`src/hdl/mfht_pkg.sv`:
```
`timescale 1ns / 1ps
`default_nettype none

package mfht_pkg;

  localparam int NUM_MOTORS      = 8;
  localparam int COUNTS_PER_TURN = 8192;
  localparam int ROUND_BITS      = 24;

  localparam int SLOT_W   = 3;
  localparam int LEN_W    = 4;
  localparam int ENC_W    = 13;
  localparam int SPD_W    = 16;
  localparam int CUR_W    = 16;
  localparam int TEMP_W   = 8;
  localparam int STAT_W   = 2;
  localparam int CNT_W    = 8;
  localparam int TOTAL_W  = 37;
  localparam int CFG_W    = 8;
  localparam int CFG_IDX_W = 2;
  localparam int DIFF_W   = ENC_W + 2;

  localparam int CPT_BITS = $clog2(COUNTS_PER_TURN);
  localparam int MEM_AW   = (NUM_MOTORS > 1) ? $clog2(NUM_MOTORS) : 1;

  localparam logic [LEN_W-1:0] FRAME_BYTES = LEN_W'(8);
  localparam logic signed [DIFF_W-1:0] HALF_TURN = DIFF_W'(COUNTS_PER_TURN / 2);

  localparam logic OP_FRAME = 1'b0;
  localparam logic OP_TICK  = 1'b1;

  localparam logic [STAT_W-1:0] ST_OFFLINE  = 2'd0;
  localparam logic [STAT_W-1:0] ST_ONLINE   = 2'd1;
  localparam logic [STAT_W-1:0] ST_OVERTEMP = 2'd2;

  localparam logic [CFG_IDX_W-1:0] CFG_PRESENT = 2'd0;
  localparam logic [CFG_IDX_W-1:0] CFG_LIMIT   = 2'd1;
  localparam logic [CFG_IDX_W-1:0] CFG_MARGIN  = 2'd2;
  localparam logic [CFG_IDX_W-1:0] CFG_RELOAD  = 2'd3;

  typedef struct packed {
    logic [CFG_W-1:0] present_mask;
    logic [CFG_W-1:0] overheat_limit;
    logic [CFG_W-1:0] recover_margin;
    logic [CFG_W-1:0] online_reload;
  } cfg_t;

  typedef struct packed {
    logic                     opcode;
    logic [SLOT_W-1:0]        motor_index;
    logic [LEN_W-1:0]         frame_length;
    logic [ENC_W-1:0]         encoder_angle;
    logic signed [SPD_W-1:0]  speed_rpm;
    logic signed [CUR_W-1:0]  current_raw;
    logic [TEMP_W-1:0]        temperature;
  } item_t;

  typedef struct packed {
    logic [ENC_W-1:0]      last_encoder;
    logic [ROUND_BITS-1:0] round_count;
    logic [STAT_W-1:0]     health_status;
    logic [CNT_W-1:0]      online_counter;
    logic [TEMP_W-1:0]     last_temperature;
  } entry_t;

  localparam int ENTRY_W = $bits(entry_t);

  typedef struct packed {
    logic [SLOT_W-1:0]         motor_slot;
    logic [STAT_W-1:0]         motor_status;
    logic signed [TOTAL_W-1:0] total_count;
    logic signed [SPD_W-1:0]   speed_out;
    logic signed [CUR_W-1:0]   current_out;
    logic                      frame_accepted;
    logic                      drive_enable;
    logic                      zero_command;
  } result_t;

endpackage

`default_nettype wire

```
`src/hdl/mfht_ram.sv`:
```
`timescale 1ns / 1ps
`default_nettype none

module mfht_ram #(
  parameter int WIDTH = 8,
  parameter int DEPTH = 8,
  localparam int AW   = (DEPTH > 1) ? $clog2(DEPTH) : 1
) (
  input  wire logic             clk_i,
  input  wire logic             we_i,
  input  wire logic [AW-1:0]    waddr_i,
  input  wire logic [WIDTH-1:0] wdata_i,
  input  wire logic             re_i,
  input  wire logic [AW-1:0]    raddr_i,
  output logic      [WIDTH-1:0] rdata_o
);

  logic [WIDTH-1:0] mem_q [DEPTH];
  logic [WIDTH-1:0] rdata_q;

  always_ff @(posedge clk_i) begin
    if (we_i) begin
      mem_q[waddr_i] <= wdata_i;
    end
    if (re_i) begin
      rdata_q <= mem_q[raddr_i];
    end
  end

  assign rdata_o = rdata_q;

endmodule

`default_nettype wire

```
`src/hdl/mfht_update.sv`:
```
`timescale 1ns / 1ps
`default_nettype none

module mfht_update
  import mfht_pkg::*;
(
  input  wire item_t   item_i,
  input  wire entry_t  entry_i,
  input  wire cfg_t    cfg_i,
  output logic         we_o,
  output entry_t       entry_o,
  output result_t      result_o
);

  logic                      in_range;
  logic                      present;
  logic                      frame_ok;
  logic                      tick_ok;
  logic signed [DIFF_W-1:0]  diff;
  logic [TEMP_W:0]           recover_sum;
  logic signed [TOTAL_W-1:0] rounds_ext;
  entry_t                    nxt;
  logic                      drive;
  logic                      zero_cmd;

  assign in_range = ({1'b0, item_i.motor_index} < (SLOT_W + 1)'(NUM_MOTORS));
  assign present  = in_range && cfg_i.present_mask[item_i.motor_index];
  assign frame_ok = present && (item_i.opcode == OP_FRAME)
                    && (item_i.frame_length == FRAME_BYTES);
  assign tick_ok  = present && (item_i.opcode == OP_TICK)
                    && (entry_i.health_status == ST_ONLINE);

  assign diff = $signed({2'b00, item_i.encoder_angle}) - $signed({2'b00, entry_i.last_encoder});
  assign recover_sum = {1'b0, item_i.temperature} + {1'b0, cfg_i.recover_margin};

  always_comb begin
    nxt      = entry_i;
    drive    = 1'b0;
    zero_cmd = 1'b0;
    if (frame_ok) begin
      if (diff < -HALF_TURN) begin
        nxt.round_count = entry_i.round_count + ROUND_BITS'(1);
      end else if (diff > HALF_TURN) begin
        nxt.round_count = entry_i.round_count - ROUND_BITS'(1);
      end
      nxt.last_encoder     = item_i.encoder_angle;
      nxt.last_temperature = item_i.temperature;
      nxt.online_counter   = cfg_i.online_reload;
      if (entry_i.health_status != ST_OVERTEMP) begin
        nxt.health_status = ST_ONLINE;
      end else if (recover_sum <= {1'b0, cfg_i.overheat_limit}) begin
        nxt.health_status = ST_ONLINE;
      end
    end else if (tick_ok) begin
      if (entry_i.online_counter <= CNT_W'(1)) begin
        nxt.online_counter = '0;
        nxt.health_status  = ST_OFFLINE;
        zero_cmd           = 1'b1;
      end else begin
        nxt.online_counter = entry_i.online_counter - CNT_W'(1);
        if (entry_i.last_temperature > cfg_i.overheat_limit) begin
          nxt.health_status = ST_OVERTEMP;
          zero_cmd          = 1'b1;
        end else begin
          drive = 1'b1;
        end
      end
    end
  end

  assign rounds_ext = TOTAL_W'($signed(nxt.round_count));

  assign we_o    = in_range;
  assign entry_o = nxt;

  always_comb begin
    result_o                = '0;
    result_o.motor_slot     = item_i.motor_index;
    if (in_range) begin
      result_o.motor_status   = nxt.health_status;
      result_o.total_count    = (rounds_ext <<< CPT_BITS) + TOTAL_W'(nxt.last_encoder);
      result_o.frame_accepted = frame_ok;
      result_o.drive_enable   = drive;
      result_o.zero_command   = zero_cmd;
      if (frame_ok) begin
        result_o.speed_out   = item_i.speed_rpm;
        result_o.current_out = item_i.current_raw;
      end
    end
  end

endmodule

`default_nettype wire

```
`src/hdl/motor_feedback_health_tracker_core.sv`:
```
`timescale 1ns / 1ps
`default_nettype none

// Tracks feedback and health of up to NUM_MOTORS motor slots. Each request on the
// input stream is a feedback frame (tuser 0) or a control tick (tuser 1) and yields
// exactly one result. Per-slot state lives in a table with a single read port and a
// registered read: in S_IDLE a request is taken and its slot entry is read; in S_EXEC,
// once the output register is empty or m_axis_tready is high, the entry is updated,
// written back and the output register is loaded. No new request is taken before that.
// After reset every slot reads as zero/offline through per-slot valid bits; no
// clearing pass is needed. Configuration writes are taken in any cycle.

module motor_feedback_health_tracker_core
  import mfht_pkg::*;
(
  input  wire logic                 clk_i,
  input  wire logic                 rst_ni,

  input  wire logic                 s_axis_tvalid,
  output logic                      s_axis_tready,
  // motor_index[2:0], frame_length[6:3], encoder_angle[19:7], speed_rpm[35:20],
  // current_raw[51:36], temperature[59:52], zero [63:60]
  input  wire logic [63:0]          s_axis_tdata,
  // opcode[0]
  input  wire logic                 s_axis_tuser,

  output logic                      m_axis_tvalid,
  input  wire logic                 m_axis_tready,
  // motor_slot[2:0], motor_status[4:3], total_count[41:5], speed_out[57:42],
  // current_out[73:58], frame_accepted[74], drive_enable[75], zero_command[76],
  // zero [79:77]
  output logic [79:0]               m_axis_tdata,

  input  wire logic                 cfg_valid_i,
  output logic                      cfg_ready_o,
  input  wire logic [CFG_IDX_W-1:0] cfg_index_i,
  input  wire logic [CFG_W-1:0]     cfg_data_i
);

  localparam logic S_IDLE = 1'b0;
  localparam logic S_EXEC = 1'b1;

  logic              state_q, state_d;
  cfg_t              cfg_q, cfg_d;
  item_t             item_q;
  item_t             item_in;
  logic [NUM_MOTORS-1:0] valid_q, valid_d;
  result_t           res_q;
  result_t           res_new;
  logic              m_valid_q, m_valid_d;

  logic              s_accept;
  logic              finish;
  logic              upd_we;
  entry_t            rd_entry;
  entry_t            entry_rd;
  entry_t            entry_wr;
  logic [ENTRY_W-1:0] rd_raw;
  logic [MEM_AW-1:0] slot_addr;

  assign item_in.opcode        = s_axis_tuser;
  assign item_in.motor_index   = s_axis_tdata[2:0];
  assign item_in.frame_length  = s_axis_tdata[6:3];
  assign item_in.encoder_angle = s_axis_tdata[19:7];
  assign item_in.speed_rpm     = s_axis_tdata[35:20];
  assign item_in.current_raw   = s_axis_tdata[51:36];
  assign item_in.temperature   = s_axis_tdata[59:52];

  assign s_axis_tready = (state_q == S_IDLE);
  assign s_accept      = s_axis_tvalid && s_axis_tready;
  assign finish        = (state_q == S_EXEC) && (!m_valid_q || m_axis_tready);
  assign cfg_ready_o   = 1'b1;

  assign slot_addr = item_q.motor_index[MEM_AW-1:0];

  mfht_ram #(
    .WIDTH (ENTRY_W),
    .DEPTH (NUM_MOTORS)
  ) u_table (
    .clk_i   (clk_i),
    .we_i    (finish && upd_we),
    .waddr_i (slot_addr),
    .wdata_i (entry_wr),
    .re_i    (s_accept),
    .raddr_i (item_in.motor_index[MEM_AW-1:0]),
    .rdata_o (rd_raw)
  );

  assign rd_entry = entry_t'(rd_raw);
  assign entry_rd = valid_q[slot_addr] ? rd_entry : '0;

  mfht_update u_update (
    .item_i   (item_q),
    .entry_i  (entry_rd),
    .cfg_i    (cfg_q),
    .we_o     (upd_we),
    .entry_o  (entry_wr),
    .result_o (res_new)
  );

  always_comb begin
    state_d = state_q;
    unique case (state_q)
      S_IDLE: if (s_accept) state_d = S_EXEC;
      S_EXEC: if (finish) state_d = S_IDLE;
      default: state_d = S_IDLE;
    endcase
  end

  always_comb begin
    valid_d = valid_q;
    if (finish && upd_we) begin
      valid_d[slot_addr] = 1'b1;
    end
  end

  always_comb begin
    m_valid_d = m_valid_q;
    if (finish) begin
      m_valid_d = 1'b1;
    end else if (m_axis_tready) begin
      m_valid_d = 1'b0;
    end
  end

  always_comb begin
    cfg_d = cfg_q;
    if (cfg_valid_i) begin
      unique case (cfg_index_i)
        CFG_PRESENT: cfg_d.present_mask   = cfg_data_i;
        CFG_LIMIT:   cfg_d.overheat_limit = cfg_data_i;
        CFG_MARGIN:  cfg_d.recover_margin = cfg_data_i;
        CFG_RELOAD:  cfg_d.online_reload  = cfg_data_i;
        default:     cfg_d = cfg_q;
      endcase
    end
  end

  always_ff @(posedge clk_i or negedge rst_ni) begin
    if (!rst_ni) begin
      state_q              <= S_IDLE;
      valid_q              <= '0;
      m_valid_q            <= 1'b0;
      cfg_q.present_mask   <= 8'd0;
      cfg_q.overheat_limit <= 8'd80;
      cfg_q.recover_margin <= 8'd10;
      cfg_q.online_reload  <= 8'd10;
    end else begin
      state_q   <= state_d;
      valid_q   <= valid_d;
      m_valid_q <= m_valid_d;
      cfg_q     <= cfg_d;
    end
  end

  always_ff @(posedge clk_i) begin
    if (s_accept) begin
      item_q <= item_in;
    end
    if (finish) begin
      res_q <= res_new;
    end
  end

  assign m_axis_tvalid = m_valid_q;
  assign m_axis_tdata  = {3'b000,
                          res_q.zero_command,
                          res_q.drive_enable,
                          res_q.frame_accepted,
                          res_q.current_out,
                          res_q.speed_out,
                          res_q.total_count,
                          res_q.motor_status,
                          res_q.motor_slot};

endmodule

`default_nettype wire
```
`config.mk`:
```
export PLATFORM = sky130hd
export DESIGN_NAME = motor_feedback_health_tracker_core
export DESIGN_NICKNAME = d
export VERILOG_FILES = /design/src/hdl/mfht_pkg.sv /design/src/hdl/mfht_ram.sv /design/src/hdl/mfht_update.sv /design/src/hdl/motor_feedback_health_tracker_core.sv
export SDC_FILE = /design/constraint.sdc
export NUM_CORES = 1
export LEC_CHECK = 0
export BUFFER_PORTS_ARGS = -buffer_cell sky130_fd_sc_hd__buf_4
export CAP_MARGIN = 20
export CORE_MARGIN = 2
export CORE_UTILIZATION = 45
export CTS_CLUSTER_DIAMETER = 120
export CTS_CLUSTER_SIZE = 14
export DETAILED_ROUTE_END_ITERATION = 8
export GPL_ROUTABILITY_DRIVEN = 0
export GPL_TIMING_DRIVEN = 0
export SKIP_LAST_GASP = 1
export SYNTH_ARGS = -nofsm -noshare
export SYNTH_HDL_FRONTEND = slang
export SYNTH_HIERARCHICAL = 1
export SYNTH_SLANG_ARGS = --single-unit
```
`constraint.sdc`:
```
create_clock -name clk_i -period 14 [get_ports clk_i]
set_input_delay 2.8 -clock clk_i [delete_from_list [all_inputs] [get_ports clk_i]]
set_output_delay 2.8 -clock clk_i [all_outputs]
set_load 0.01 [all_outputs]
```
==> results of run 1 <==
==> metrics by stage <==
step	utilization	hold WS, ns
6_report	0.5219	0.4779
5_1_grt	0.5219	0.5042
4_1_cts	0.5219	0.4803
3_5_place_dp	0.4978	0.4616
3_3_place_gp	0.4889	0.4571
2_1_floorplan	-	0.4425
==> layout by cell type, fill, tap and decap left out, types with 16 or more instances in the layout <==
cell,count
nor3_1,30
clkbuf_1,44
a21boi_2,50
clkbuf_16,55
edfxtp_1,633
nand3_1,22
buf_6,29
ha_1,41
o21ai_0,47
and2_1,34
nor2_1,36
mux4_2,112
buf_12,16
nand2_1,70
buf_4,207
inv_1,47
dfrtp_1,36
xnor2_1,26
a21oi_1,24
mux2_2,80
==> per-layer routing <==
| metal | global-route usage | share of wire | up-vias |
|---|---|---|---|
| li1 | - | - | 6694 |
| met1 | 0.2801 | 0.45 | 7897 |
| met2 | 0.3227 | 0.49 | 407 |
| met3 | 0.02431 | 0.042 | 85 |
| met4 | 0.04412 | 0.017 | 0 |
| met5 | 0 | 0 | - |
==> worst max-delay path, stage by stage (launching register included) <==
cell and delay [ns]:
edfxtp_1 0.76, mux2i_1 0.28, o22a_2 0.40, buf_2 0.40
a21boi_2 0.12, ha_1 0.25, fa_1 0.43, nor2b_1 0.18
o2111ai_1 0.19, a21oi_1 0.29, nor3_1 0.12, nor3b_1 0.26
a21oi_2 0.20, o21ai_2 0.61, o211ai_1 0.21, xnor2_1 0.69
buf_4 0.22
==> sequential cells by signal, indices dropped and copies added, names as in the netlist <==
register / flops
u_table/rdata_o: 55
cfg_q: 32
m_axis_tdata: 77
valid_q: 8
m_axis_tvalid: 1
item_q: 58
slot_addr: 3
u_table/mem_q: 440
state_q: 1
==> final cells by class <==
cell class	count	area share
tap	846	0.03233
clock inverter	3	0.001490
multi-input combinational	765	0.2293
buffer	114	0.02342
clock buffer	77	0.04455
sequential	675	0.6128
timing repair buffer	186	0.05067
inverter	47	0.005388
==> worst paths after layout <==
check / from / end / slack [ns]
max: slot_addr[0]$_DFFE_PP_ / m_axis_tdata[27]$_DFFE_PP_ / 8.22
min: valid_q[0]$_DFFE_PN0P_ / valid_q[0]$_DFFE_PN0P_ / 0.48
max reg2reg: slot_addr[0]$_DFFE_PP_ / m_axis_tdata[27]$_DFFE_PP_ / 8.22
min reg2reg: valid_q[0]$_DFFE_PN0P_ / valid_q[0]$_DFFE_PN0P_ / 0.48
max in group asynchronous: rst_ni / cfg_q[30]$_DFFE_PN0P_ / 11.43
min in group asynchronous: rst_ni / valid_q[3]$_DFFE_PN0P_ / 2.18
==> synthesized netlist by cell type, types with 3 or more instances <==
library cell	number
dfrtp_1	36
nor2b_1	7
ha_1	41
o21a_1	8
xnor2_1	26
a31oi_1	6
inv_1	47
mux4_2	112
or3_1	4
o21ai_0	47
mux2_1	8
nor2_1	42
o2111ai_1	3
xor2_1	4
mux2i_1	6
clkbuf_1	22
o21bai_1	11
nor3b_1	3
a21oi_1	24
nand3b_1	8
nand4_1	8
a21o_1	5
a21boi_1	5
buf_2	12
and2_1	35
a211oi_1	5
nand2b_1	10
buf_6	17
nand2_1	70
dfstp_2	6
o21ai_1	3
buf_1	10
and3_1	8
nand3_1	22
a21boi_2	50
nor3_1	32
nor4_1	13
edfxtp_1	633
or4_1	5
o211ai_1	5
buf_4	51
mux2_2	80
conb_1	3
==> cells by family after synthesis <==
family	Yosys count
multiplexers	206
AO/OA/AOI/OAI	200
buffers and inverters	161
adder cells (fa/ha/maj)	43
flip-flops	675
AND/OR/NAND/NOR	281
XOR/XNOR	30
other	3
==> power breakdown <==
group | internal (µW) | leakage [µW] | switching, µW
sequential | 2660 | 0.00636 | 82.3
clock | 719 | 0.000724 | 679
combinational | 558 | 0.00409 | 893
total | 3940 | 0.0112 | 1650
==> out/metrics.sh, run 1 <==
STATUS='completed'
GRT_USE_TOTAL=0.1957
INITIAL_CORE_UTIL=0.4534
HOLD_DEPTH=1
FINALCRITPERIODSHARE=0.4130
SEQ_AREA_UM2=20070
CLOCK_TREE.ROOT_CELL='clkbuf_16'
CLOCK_LATENCY_OF_THE_LATER_CLOCKED_REGISTER_IN_THE_WORST_SKEW_PAIR_NS=0.62
GLOBALROUTEOVERFLOWTOTAL=0
TIMING_WORST_SLEW_PIN_VALUE_NS=1.040
CELL_COUNT_POST_PLACEMENT=2632
SEQ_AREA_FRAC_SYNTH=0.7054
CELL_AREA_AFTER_SYNTHESIS_UM2=28450
TOTAL_POWER_uW=5596
DIE_W_UM=255.4
FF2FF_PATH_DEPTH=16
ASYNC_RESET_FF_FRAC=0.06222
CRITPATHKIND='reg2reg'
SETUP_VIOLATIONS=0
FRACTION_OF_LAYOUT_CELLS_WITH_A_SIZE_SUFFIX_ABOVE_1=0.3208
ROUTED_WIRE_LENGTH_PER_INSTANCE_UM=23.41
DRTPASS1ITERATIONS=6
DIE_AREA_UM2=65240
SYNTH_TOP_AREA_CELL='edfxtp_1'
CTS.HOLD.BUFFERS_ADDED=0
AVG_VIAS_PER_CELL=5.560
TIMING.MAX_CAP.VIOLATIONS=0
MAX-CLOCK-PATH-BUFFERS=3
LAYOUT.CELL_AREA.NON_FILLER_UM2=32740
NUMCTSBUFFERS=54
SETUP_TOTAL_NEGATIVE_SLACK_NS=0
SYNTH_EDF_COUNT=633
PORT_BUFFERS=154
SLEW_VIOLATIONS=0
H_TREE_LEVELS=2
CRITPATHCAPTURETYPE='flip-flop'
LAYOUTNONFILLERINSTCOUNT=2713
MUX_CELL_AREA_SHARE_AFTER_SYNTHESIS=0.1256
PATH_MAX_FANOUT=14
YOSYSTOPAREACELLSHARE=0.6682
YOSYS.CELL_TYPES.COUNT=79
FINAL_HOLD_VIOL_COUNT=0
PLACEMENTROWS=92
POWER-PER-CELL-AREA_nW_PER_UM2=170.9
CRITICAL_PATH_REQUIRED_NS=14.48
SYNTHCELLS=1599
CTS.REPAIR.RESIZED=0
FIN_WORST_SKEW_NS=0.02244
ROUTE.ANTENNA.REMAINING_NETS=0
HPWL_REPORTED_AT_THE_END_OF_DETAILED_PLACEMENT_UM=42650
SYNTHESIZED_AREA_FRACTION_OCCUPIED_BY_AO_OA_AOI_AND_OAI_CELLS=0.05481
SYNTH_SEQ_CELLS=675
DR_TOTAL_VIAS=15083
AVGSYNTHCELLAREA_UM2=17.79
TOTAL_WIRELENGTH_UM=63510
MAXIMUM_NUMBER_OF_PINS_ON_ONE_NET_BEFORE_GLOBAL_ROUTE_REPAIR=47
MULTI_INPUT_COMB_AREA_UM2=7508
GRT_FIRST_PASS_WIRELENGTH_UM=97030
NUM-NETS-FINAL=1966
SYNTH_SIMPLE_GATE_AREA_FRAC=0.05190
FILLER_CELLS=5063
DPL-INSTANCE-AREA_UM2=31230
UNREPAIRED_SETUP_ENDPOINTS_AFTER_GLOBAL_ROUTING='no'
POST_SYNTHESIS_SHARE_OF_CELL_AREA_SPENT_ON_FULL_ADDERS_HALF_ADDERS_AND_MAJORITY_GATES=0.01944
STARTPOINT_KIND_OF_THE_WORST_SETUP_TIMING_PATH='flip-flop'
WORST_SLEW_MARGIN_RELATIVE_TO_ITS_LIMIT=0.2994
POSTLAYOUTSETUPSLACKWORST_NS=8.218
CLK_PIN_SLEW_WORST_PATHS_NS=0.07
CLOCK.FMAX_MHz=173.0
POST_PLACEMENT_WORST_SETUP_SLACK_NS=8.228
DETAILEDROUTE.FIRSTITERATIONVIOLATIONS=1425
YOSYS-TOP-CELLS-AREA='edfxtp_1, mux4_2, dfrtp_1, mux2_2, a21boi_2'
POST-ROUTE-MIN-PERIOD_NS=5.782
YS_DOMINANT_REG_CELL='edfxtp_1'
IOPINCOUNT=163
CELLLEAKAGEPOWER_uW=0.01117
YOSYS.AREA_SHARE.XOR_XNOR=0.009237
DIEHEIGHT_UM=255.4
VDD_DROP_MAX_mV=0.09839
WP_DATA_ARRIVAL_NS=6.26
REMAINING_DRC_ERRORS=0
ANTENNADIODECOUNT=0
TRITONCTS_CLOCK_TREE='done'
GRT_PASS1_VIAS=15644
HOLD_CLASS='reg2reg'
CORE-AREA_UM2=62740
AREA.GROWTH.SYNTH_TO_FINAL_PCT=15.11
INITIAL_ANTENNA_VIOLATION_COUNT=0
SYNTH_TOP_FAMILY_BY_AREA='multiplexers'
SYNTH.YOSYS.WARNINGS=6
CTS_SETUP_BUFFERS=0
CLKSINKCOUNT=675
Power figures use the tool's default switching activity.
==> run 2, diff against run 1 <==
==> constraint.sdc (replaced) <==
create_clock -name clk_i -period 5.7 [get_ports clk_i]
set_input_delay 1.14 -clock clk_i [delete_from_list [all_inputs] [get_ports clk_i]]
set_output_delay 1.14 -clock clk_i [all_outputs]
set_load 0.01 [all_outputs]
==> run 2 against run 1 <==
  * Core utilization is 0.48 points higher
  * Clock skew decreased by 0.00094 ns
  * Highest routed layer unchanged
  * Power increased by 150%
  * Largest cell class unchanged
  * Sequential power grew 150%
  * Global-route usage decreased by 0.19 points
  * Count of clock-buffer cells in the layout grew 2
  * Hold slack better by 0.0022 ns
==> out/metrics.sh, run 2 (same netlist as run 1, synthesis figures left out) <==
CRITICAL_PATH_REQUIRED_NS=6.07
NUM-NETS-FINAL=1971
MOSTFREQUENTLAYOUTCELL='edfxtp_1'
DIE_W_UM=255.4
GRT_PASS1_VIAS=15471
CRITPATHCAPTURETYPE='flip-flop'
REGMOSTFLOPS='u_table/mem_q'
TIMING.MAX_CAP.VIOLATIONS=0
TRITONCTS_CLOCK_TREE='done'
CLK_PIN_SLEW_WORST_PATHS_NS=0.07
MAX-CLOCK-PATH-BUFFERS=3
SETUP_VIOLATIONS=0
WORSTREG2REGSTART='slot_addr[2]$_DFFE_PP_'
PATH_MAX_FANOUT=10
CORE-AREA_UM2=62740
FRACTION_OF_LAYOUT_CELLS_WITH_A_SIZE_SUFFIX_ABOVE_1=0.3317
CLKSINKCOUNT=675
AVG_VIAS_PER_CELL=5.564
LAYOUT.CELL_AREA.NON_FILLER_UM2=33040
AREA.GROWTH.SYNTH_TO_FINAL_PCT=16.16
UNREPAIRED_SETUP_ENDPOINTS_AFTER_GLOBAL_ROUTING='no'
DIE_AREA_UM2=65240
NUMCTSBUFFERS=54
REMAINING_DRC_ERRORS=0
WORST_PATH_MAX_DELAY_CELL='a211oi_4'
SWSHARE=0.2933
TOTAL_WIRELENGTH_UM=63070
STATUS='completed'
CRITPATHBUFINV=2
WORSTREG2REGEND='m_axis_tdata[34]$_DFFE_PP_'
COMBPWRFRAC=0.264
GRT_USE_TOTAL=0.1938
FINALCRITPERIODSHARE=0.9587
CLOCK_LATENCY_OF_THE_LATER_CLOCKED_REGISTER_IN_THE_WORST_SKEW_PAIR_NS=0.61
DRTPASS1ITERATIONS=7
SETUP_TOTAL_NEGATIVE_SLACK_NS=0
IOPINCOUNT=163
SLEW_VIOLATIONS=0
HPWL_REPORTED_AT_THE_END_OF_DETAILED_PLACEMENT_UM=41700
H_TREE_LEVELS=2
POWER_FRAC_SEQ=0.487
FF2FF_PATH_DEPTH=16
ROUTED_WIRE_LENGTH_PER_INSTANCE_UM=23.20
MAXIMUM_NUMBER_OF_PINS_ON_ONE_NET_BEFORE_GLOBAL_ROUTE_REPAIR=45
PLACEMENTROWS=92
DPL-INSTANCE-AREA_UM2=31300
HOLD_CLASS='reg2reg'
VDD_DROP_MAX_mV=0.2489
DIEHEIGHT_UM=255.4
WORST_SLEW_MARGIN_RELATIVE_TO_ITS_LIMIT=0.3150
INITIAL_ANTENNA_VIOLATION_COUNT=0
CLOCK.FMAX_MHz=183.0
P_SW_uW=4062
DETAILEDROUTE.FIRSTITERATIONVIOLATIONS=1294
P_INT_uW=9785
CLOCK_TREE.ROOT_CELL='clkbuf_16'
GRT_FIRST_PASS_WIRELENGTH_UM=96010
GLOBALROUTEOVERFLOWTOTAL=0
ROUTE.ANTENNA.REMAINING_NETS=0
LARGEST_REG_FLOPS=440
CELLLEAKAGEPOWER_uW=0.01137
WP_DATA_ARRIVAL_NS=5.84
ANTENNADIODECOUNT=0
INITIAL_CORE_UTIL=0.4534
HOLDPATHEND='valid_q[2]$_DFFE_PN0P_'
CRITICAL_PATH.MAX_STAGE_DELAY_NS=0.73
GATE_FAMILY_RESPONSIBLE_FOR_THE_MOST_DELAY_ALONG_THE_WORST_PATH='compound AO/OA/AOI/OAI gates'
DR_TOTAL_VIAS=15122
POST-ROUTE-MIN-PERIOD_NS=5.464
CRITPATHKIND='reg2reg'
R2R_SLACK_NS=0.24
POWER-PER-CELL-AREA_nW_PER_UM2=419.1
TIMING_WORST_SLEW_PIN_VALUE_NS=1.028
FINAL_HOLD_VIOL_COUNT=0
CRITICAL_PATH.CELL_CHAIN='mux2i_1 -> o22a_2 -> buf_2 -> a21boi_2 -> ha_1 -> fa_1 -> nor2b_1 -> o22ai_1 -> xnor2_1 -> a211oi_1 -> o2111ai_1 -> a211oi_4 -> nor3_1 -> o21ai_0 -> xnor2_1 -> buf_4'
STARTPOINT_KIND_OF_THE_WORST_SETUP_TIMING_PATH='flip-flop'
PORT_BUFFERS=154
HOLD_DEPTH=1
FINAL_CELL_MIX='edfxtp_1, buf_4, mux4_2'
HOLDCRITSTARTPOINT='valid_q[2]$_DFFE_PN0P_'
FIN_WORST_SKEW_NS=0.02149
POWER_FRAC_CLOCK=0.250
CRIT_TOP_CELL='xnor2_1'
## run 2: power by group through the flow
stage | registers, µW | clock network (µW) | logic [µW]
2_1_floorplan | 6930 | 0 | 2160
3_3_place_gp | 6930 | 0 | 3370
3_5_place_dp | 6850 | 0 | 3580
4_1_cts | 6750 | 3560 | 3610
5_1_grt | 6800 | 3730 | 4000
6_report | 6740 | 3460 | 3650
## run 2: what timing repair did
| action | CTS | global route |
|---|---|---|
| hold buffers | 0 | 0 |
| endpoints found under the setup margin | 48 | 173 |
| setup buffers | 3 | 5 |
| resized for setup | 4 | 15 |
| pin swaps | 0 | 2 |
## run 2: how the worst max path moves through the flow
| stage | start | end | slack [ns] | depth (start not counted) |
|---|---|---|---|---|
| 4_1_cts | slot_addr[1]$_DFFE_PP_ | m_axis_tdata[22]$_DFFE_PP_ | 0.04 | 17 |
| 3_3_place_gp | m_axis_tready | u_table/mem_q[1][27]$_DFFE_PP_ | -1.55 | 5 |
| 3_5_place_dp | slot_addr[0]$_DFFE_PP_ | m_axis_tdata[30]$_DFFE_PP_ | -0.19 | 15 |
| 2_1_floorplan | s_axis_tvalid | item_q[0]$_DFFE_PP_ | 1.10 | 1 |
| 5_1_grt | slot_addr[2]$_DFFE_PP_ | m_axis_tdata[40]$_DFFE_PP_ | 0.02 | 17 |
| 6_report | slot_addr[2]$_DFFE_PP_ | m_axis_tdata[34]$_DFFE_PP_ | 0.24 | 16 |
## run 2: layout make-up
cell class	instances	area [µm²]
buffer	114	768.2
timing repair buffer	191	1799
clock buffer	79	1509
multi-input combinational	765	7649
inverter	47	176.4
clock inverter	1	16.27
tap	846	1059
sequential	675	20070
fill	4986	29690
## run 2: stage by stage
step	setup slack, ns	utilization	cells	hold slack, ns	power, µW
after floorplan	1.097	-	1601	0.4425	9083
after CTS	0.03542	0.5241	2709	0.4821	13930
after global placement	-1.553	0.4891	2601	0.4571	10300
final	0.2356	0.5267	2718	0.4801	13850
after global routing	0.02070	0.5267	2718	0.4836	14530
after detailed placement	-0.1871	0.4989	2626	0.4618	10430
## run 2: routing by layer
| metal | part of all wire | global-route usage | up-vias |
|---|---|---|---|
| met3 | 0.046 | 0.02500 | 86 |
| met2 | 0.48 | 0.3154 | 415 |
| met1 | 0.45 | 0.2784 | 7908 |
| li1 | - | - | 6713 |
| met4 | 0.018 | 0.04869 | 0 |
| met5 | 0 | 0 | - |
